### config.mk
export PLATFORM = sky130hd
export DESIGN_NAME = bpm_isqrt
export DESIGN_NICKNAME = d
export VERILOG_FILES = /design/src/rtl/bpm_pkg.sv /design/src/rtl/bpm_isqrt.sv
export SDC_FILE = /design/constraint.sdc
export NUM_CORES = 1
export LEC_CHECK = 0
export ABC_AREA = 0
export BUFFER_PORTS_ARGS = -buffer_cell sky130_fd_sc_hd__buf_2
export CORE_MARGIN = 8
export CORE_UTILIZATION = 30
export DETAILED_ROUTE_END_ITERATION = 10
export PLACE_DENSITY_LB_ADDON = 0.25
export SETUP_SLACK_MARGIN = 0.2
export SKIP_LAST_GASP = 1
export SYNTH_ARGS = -nofsm -noshare
export SYNTH_HDL_FRONTEND = slang
export SYNTH_SLANG_ARGS = --single-unit
### constraint.sdc
create_clock -name clk -period 7.44 [get_ports clk]
set_input_delay 0.372 -clock clk [delete_from_list [all_inputs] [get_ports clk]]
set_output_delay 0.372 -clock clk [all_outputs]
set_load 0.05 [all_outputs]
### src/rtl/bpm_pkg.sv
// shared constants, types and helper functions of the point mass integrator
package bpm_pkg;

    localparam int DATA_W       = 32;
    localparam int ANGLE_W      = 19;
    localparam int DRAG_W       = 20;
    localparam int GRAV_W       = 21;
    localparam int DT_W         = 16;
    localparam int CFG_IDX_W    = 1;
    localparam int CFG_DATA_W   = 21;
    localparam int ROUND_SHIFT  = 16;
    localparam int MUL_W        = 33;
    localparam int PROD_W       = 2 * MUL_W;
    localparam int SAT_W        = 56;
    localparam int SQ_W         = 64;
    localparam int ROOT_W       = 32;
    localparam int ROOT_CNT_W   = 5;
    localparam int CORDIC_W     = 36;
    localparam int ZACC_W       = 34;
    localparam int CORDIC_ITERATIONS = 16;
    localparam int ATAN_IDX_W   = 5;
    localparam int CORDIC_CNT_W = $clog2(CORDIC_ITERATIONS);

    localparam logic [GRAV_W-1:0] GRAVITY_RESET = 21'd642688;

    localparam logic [CFG_IDX_W-1:0] REG_DRAG_INDEX = 1'b0;
    localparam logic [CFG_IDX_W-1:0] REG_GRAVITY    = 1'b1;

    localparam logic OP_LOAD = 1'b0;
    localparam logic OP_TICK = 1'b1;

    typedef logic signed [DATA_W-1:0]  data_t;
    typedef logic signed [ANGLE_W-1:0] angle_t;

    // clamp to the signed 32-bit range
    function automatic data_t sat32(input logic signed [SAT_W-1:0] v);
        if (v > $signed({{(SAT_W-DATA_W){1'b0}}, 1'b0, {(DATA_W-1){1'b1}}}))
            return {1'b0, {(DATA_W-1){1'b1}}};
        else if (v < $signed({{(SAT_W-DATA_W){1'b1}}, 1'b1, {(DATA_W-1){1'b0}}}))
            return {1'b1, {(DATA_W-1){1'b0}}};
        else
            return v[DATA_W-1:0];
    endfunction

    // arctangent of 2^-i in Q2.30 radians
    function automatic logic signed [ZACC_W-1:0] atan_q30(input logic [ATAN_IDX_W-1:0] i);
        logic signed [ZACC_W-1:0] a;
        case (i)
            5'd0:  a = 34'sd843314857;
            5'd1:  a = 34'sd497837829;
            5'd2:  a = 34'sd263043837;
            5'd3:  a = 34'sd133525159;
            5'd4:  a = 34'sd67021687;
            5'd5:  a = 34'sd33543516;
            5'd6:  a = 34'sd16775851;
            5'd7:  a = 34'sd8388437;
            5'd8:  a = 34'sd4194283;
            5'd9:  a = 34'sd2097149;
            5'd10: a = 34'sd1048576;
            5'd11: a = 34'sd524288;
            5'd12: a = 34'sd262144;
            5'd13: a = 34'sd131072;
            5'd14: a = 34'sd65536;
            5'd15: a = 34'sd32768;
            5'd16: a = 34'sd16384;
            5'd17: a = 34'sd8192;
            5'd18: a = 34'sd4096;
            5'd19: a = 34'sd2048;
            5'd20: a = 34'sd1024;
            5'd21: a = 34'sd512;
            5'd22: a = 34'sd256;
            5'd23: a = 34'sd128;
            default: a = '0;
        endcase
        return a;
    endfunction

endpackage

### src/rtl/bpm_isqrt.sv
// iterative floor square root, one result bit per cycle
module bpm_isqrt (
    input  logic                      clk,
    input  logic                      rst_n,
    input  logic                      start,
    input  logic [bpm_pkg::SQ_W-1:0]  operand,
    output logic                      busy,
    output logic [bpm_pkg::ROOT_W-1:0] root
);
    import bpm_pkg::*;

    logic [SQ_W-1:0]       val_reg;
    logic [ROOT_W+1:0]     rem_reg;
    logic [ROOT_W-1:0]     root_reg;
    logic [ROOT_CNT_W-1:0] cnt_reg;
    logic                  busy_reg;

    logic [ROOT_W+3:0] cand;
    logic [ROOT_W+3:0] trial;
    logic [ROOT_W+3:0] diff;
    logic              fits;

    assign cand  = {rem_reg, val_reg[SQ_W-1 -: 2]};
    assign trial = {2'b00, root_reg, 2'b01};
    assign diff  = cand - trial;
    assign fits  = (cand >= trial);

    always_ff @(posedge clk or negedge rst_n)
    begin
        if (!rst_n)
        begin
            busy_reg <= 1'b0;
            cnt_reg  <= '0;
            val_reg  <= '0;
            rem_reg  <= '0;
            root_reg <= '0;
        end
        else if (start)
        begin
            busy_reg <= 1'b1;
            cnt_reg  <= '0;
            val_reg  <= operand;
            rem_reg  <= '0;
            root_reg <= '0;
        end
        else if (busy_reg)
        begin
            val_reg <= {val_reg[SQ_W-3:0], 2'b00};
            if (fits)
            begin
                rem_reg  <= diff[ROOT_W+1:0];
                root_reg <= {root_reg[ROOT_W-2:0], 1'b1};
            end
            else
            begin
                rem_reg  <= cand[ROOT_W+1:0];
                root_reg <= {root_reg[ROOT_W-2:0], 1'b0};
            end
            cnt_reg <= cnt_reg + 1'b1;
            if (cnt_reg == ROOT_CNT_W'(ROOT_W - 1))
                busy_reg <= 1'b0;
        end
    end

    assign busy = busy_reg;
    assign root = root_reg;

endmodule

Yosys cells after proc, flatten, opt, wreduce, memory -nomap -nowiden
Cells that the tools add are included.

word-level totals
  register bits after elaboration = 136
  RAM bits = 0
  memories kept = 0
  ROM bits = 0
  bits in latches = 0
  input bits = 67

cells by class
  add/subtract/negate cells = 2
  equal/unequal tests = 1
  reductions and logical operators = 1
  magnitude comparators = 1
  bitwise gates (word level) = 0
  div/mod/pow operators = 0
  multipliers = 0
  mux-type cells = 13
  shift operators = 0

operators by type and width
  operator                                                       number
  64-bit two-way mux                                             2
  34-bit two-way mux                                             3
  32-bit two-way mux                                             2
  36-bit by 34-bit >= comparator with 1-bit output               1
  34-bit subtractor                                              1
  5-bit two-way mux                                              2
  5-bit by 1-bit adder with 5-bit output, second input constant  1
  5-bit == test, second input constant                           1
  1-bit two-way mux                                              4
  2-bit nonzero test                                             1

Logic depth before layout (Yosys ltp)
  word-level depth = 4
  mapped depth = 13
  mapped depth without buffers = 10

Worst setup path after synthesis
Ideal clock, no wire load.

  kind = reg-to-reg
  from = register root_reg[8], in the netlist root[8]
  to = register rem_reg[29]
  stages on the path, launching flop included = 11
  data arrival time = 2,754 ps
  path slack = 4,586 ps
  buffers on the path = 0
  path through = dfrtp_1 > inv_1 > ha_1 > a211oi_2 > nor2_1 > or3_4 > o211ai_4 > a21oi_2 > o21a_1 > or3_1 > a311oi_1

between the ends
  longest elaborated chain between the ends = 4
  elaborated cells between the ends (all ways) = 5

RTL lines
  what                                                                                          RTL line                          source
  from (decl)                                                                                   bpm_isqrt.sv:14                   logic [ROOT_W-1:0] root_reg;
  from (signal assigned)                                                                        bpm_isqrt.sv:52                   root_reg <= {root_reg[ROOT_W-2:0], 1'b1};
  from (signal assigned)                                                                        bpm_isqrt.sv:57                   root_reg <= {root_reg[ROOT_W-2:0], 1'b0};
  34-bit subtractor / 36-bit by 34-bit >= comparator with 1-bit output (equally long branches)  bpm_isqrt.sv:25, bpm_isqrt.sv:26
  34-bit two-way mux *                                                                          bpm_isqrt.sv:49                   if (fits)
  34-bit two-way mux *                                                                          bpm_isqrt.sv:46                   else if (busy_reg)
  34-bit two-way mux *                                                                          bpm_isqrt.sv:38                   else if (start)
  to (signal assigned)                                                                          bpm_isqrt.sv:51                   rem_reg <= diff[ROOT_W+1:0];
  to (signal assigned)                                                                          bpm_isqrt.sv:56                   rem_reg <= cand[ROOT_W+1:0];
  to (decl)                                                                                     bpm_isqrt.sv:13                   logic [ROOT_W+1:0] rem_reg;

Mark *: on every way between the ends. The rest lies on a longest branch, timed or not. The select of a mux whose other input is x is not followed.
A chain may end at the register's enable or synchronous reset.

Worst setup path in the final report
  from = register root_reg[23], in the netlist root[23]
  to = register rem_reg[27]

Same word-level chain as after synthesis.

==> results.json <==
{
  "status": "complete, no violations",
  "dpl_cell_area_um2": 9000,
  "finClkSkew_ns": 0.0121,
  "max_freq_ghz": 0.282,
  "htreeDepth": 4,
  "holdCritPathClass": "input pin to asynchronous set/reset pin",
  "path_buf_inv": 2,
  "routed_via_density": 4.93,
  "path_cells": "inv_1 > ha_1 > a21o_1 > a21o_1 > a21oi_1 > o221ai_1 > a31oi_4 > buf_4 > mux2i_1 > a211oi_1 > o21a_1",
  "antenna_found_initial": 0,
  "grt_overflow_total": 0,
  "cp_top_family": "compound AO/OA/AOI/OAI gates",
  "critPathKind": "flop to flop",
  "final_cell_mix": "dfrtp_1, nand2_1, nor2_1, mux2i_1, buf_2",
  "die_w_um": 182,
  "yosysUniqueCellTypes": 72,
  "drive_gt1_share_pct": 15.5,
  "clkSinkCount": 136,
  "cts_tree": "yes",
  "dp_hpwl_um": 14000,
  "nets": 1090,
  "design.core.area_um2": 27500,
  "ys_warn_count": 0,
  "grt_setup_unrepaired": "no",
  "rows": 61,
  "cp.arrival_ns": 3.91,
  "die-area_um2": 33200,
  "period_share_pct": 47.7,
  "port_buffers": 99,
  "syn-instance-count": 921,
  "powerDensity_nw_per_um2": 367,
  "start_util_pct": 30.1,
  "whs_ns": 0.0107,
  "drc_errors": 0,
  "post_cts_buffers": 0,
  "maxCapViolations": 0,
  "yosysSeqAreaShare_pct": 41.1,
  "maxSlewHeadroom_pct": 33.5,
  "power_leakage_nw": 5.13,
  "routedWlPerCell_um": 15.2,
  "io_pins": 100,
  "die_h_um": 182,
  "critical_path_depth": 11,
  "postRouteWirelength_um": 20400,
  "hold_viol_final": 0,
  "async_flop_share_pct": 100,
  "design_area_um2": 9620,
  "worstPathMaxFanout": 38,
  "final_common_cell": "dfrtp_1",
  "syn_area_um2": 8280,
  "cts-buffers-inserted": 17,
  "drt-pass1-iter-count": 5,
  "min_period_ns": 3.55,
  "area_growth_pct": 16.1,
  "crit_required_ns": 7.80,
  "p_total_w": 0.00353,
  "clk_pin_slew_ns": 0.06,
  "ctsResizeCount": 0,
  "synth_seq_cells": 136,
  "grt_pass1_wl_um": 34400,
  "critPathLaunchType": "flop",
  "track_usage_pct": 12.5,
  "largest_reg_flops": 64,
  "postCtsHoldBufs": 0,
  "cts_root_buf": "clkbuf_16",
  "final_core_util_pct": 35.0,
  "finalSetupViolCount": 0,
  "syn_nets": 1024,
  "ir_drop_mv": 0.180,
  "critPathSlowestCell": "a31oi_4",
  "drtIter0Drc": 398,
  "finalSetupTns_ns": 0,
  "yosys_most_used_dff": "dfrtp_1",
  "cpMostUsedCell": "a21o_1",
  "drv_slew": 0,
  "globalplace.congestion": 0.818,
  "ant_nets": 0,
  "critPathCaptureType": "flop",
  "antennaDiodeCount": 0,
  "tightest_slew_ns": 0.997,
  "grt_pass1_vias": 6699,
  "r2r_cells": 11,
  "clk_path_buf_depth": 2,
  "synth_edf_count": 0,
  "grt_max_degree": 96,
  "syn_avg_cell_area_um2": 8.99,
  "vias": 6630,
  "slowest_delay_ns": 0.69,
  "clock_latency_ns": 0.43
}
[layout make-up]
class | instances | area, um2
tap | 346 | 433
fill | 2855 | 17900
clock buffer | 18 | 429
sequential | 136 | 3410
timing repair buffer | 104 | 542
multi-input combinational | 682 | 4440
inverter | 46 | 173
clock inverter | 14 | 189
[worst paths after layout]
| check | startpoint | end | slack [ns] |
|---|---|---|---|
| max in group asynchronous | rst_n | busy | 6.13 |
| worst max register to register | root[23] | rem_reg[27] | 3.89 |
| worst min register to register | cnt_reg[4] | cnt_reg[4] | 0.54 |
| worst max-delay path | root[23] | rem_reg[27] | 3.89 |
| worst min-delay path | rst_n | root[12] | 0.01 |
| min in group clk | operand[38] | val_reg[38] | 0.14 |
[power by group]
group	switching [W]	leakage (nW)	internal, W
registers	0.0000802	1.75	0.000848
clock network	0.000359	0.307	0.000539
logic	0.000986	3.07	0.000716
[per-layer routing]
metal | global-route usage, % | up-vias | routed length [um]
met4 | 3.12 | 0 | 195
met2 | 19.7 | 131 | 9240
met3 | 3.12 | 14 | 967
met5 | 0 | - | 0
met1 | 16.8 | 3119 | 10000
li1 | - | 3366 | -
[worst reg2reg max path, delay by kind of cell (launching register included)]
family	cells	cell delay (ns)
buffers and inverters	2	0.56
adder cells (fa/ha/maj)	1	0.43
AO/OA/AOI/OAI	7	2.00
multiplexers	1	0.14
flip-flops	1	0.37
[synth_stat cells (9+ instances only)]
cell type | instances | share of area (%)
nor2_1 | 102 | 4.6
o211ai_1 | 9 | 0.82
xnor2_1 | 11 | 1.2
xor2_1 | 11 | 1.2
o21ai_0 | 91 | 5.5
a21oi_1 | 42 | 2.5
mux2i_1 | 102 | 12
a21o_1 | 14 | 1.3
ha_1 | 36 | 5.4
nor3_1 | 14 | 0.85
dfrtp_1 | 136 | 41
inv_1 | 46 | 2.1
a211oi_1 | 18 | 1.6
nand2_1 | 121 | 5.5
clkbuf_1 | 34 | 1.5
[per-stage QoR]
step	cells	setup WS, ns
final	1346	3.89
after global routing	1346	3.53
after CTS	1346	3.83
after detailed placement	1314	3.86
after global placement	1314	3.95
after floorplan	921	4.59
[cells by family after synthesis]
kind of cell / synth area share (%)
and+or+nand+nor: 15.0
AOI/OAI and AO/OA: 18.6
DFF: 41.1
buffers and inverters: 5.27
muxes: 12.3
adders and majority gates: 5.44
xor gates and xnor gates: 2.33
No activity file was read; power rests on OpenSTA's default activity.
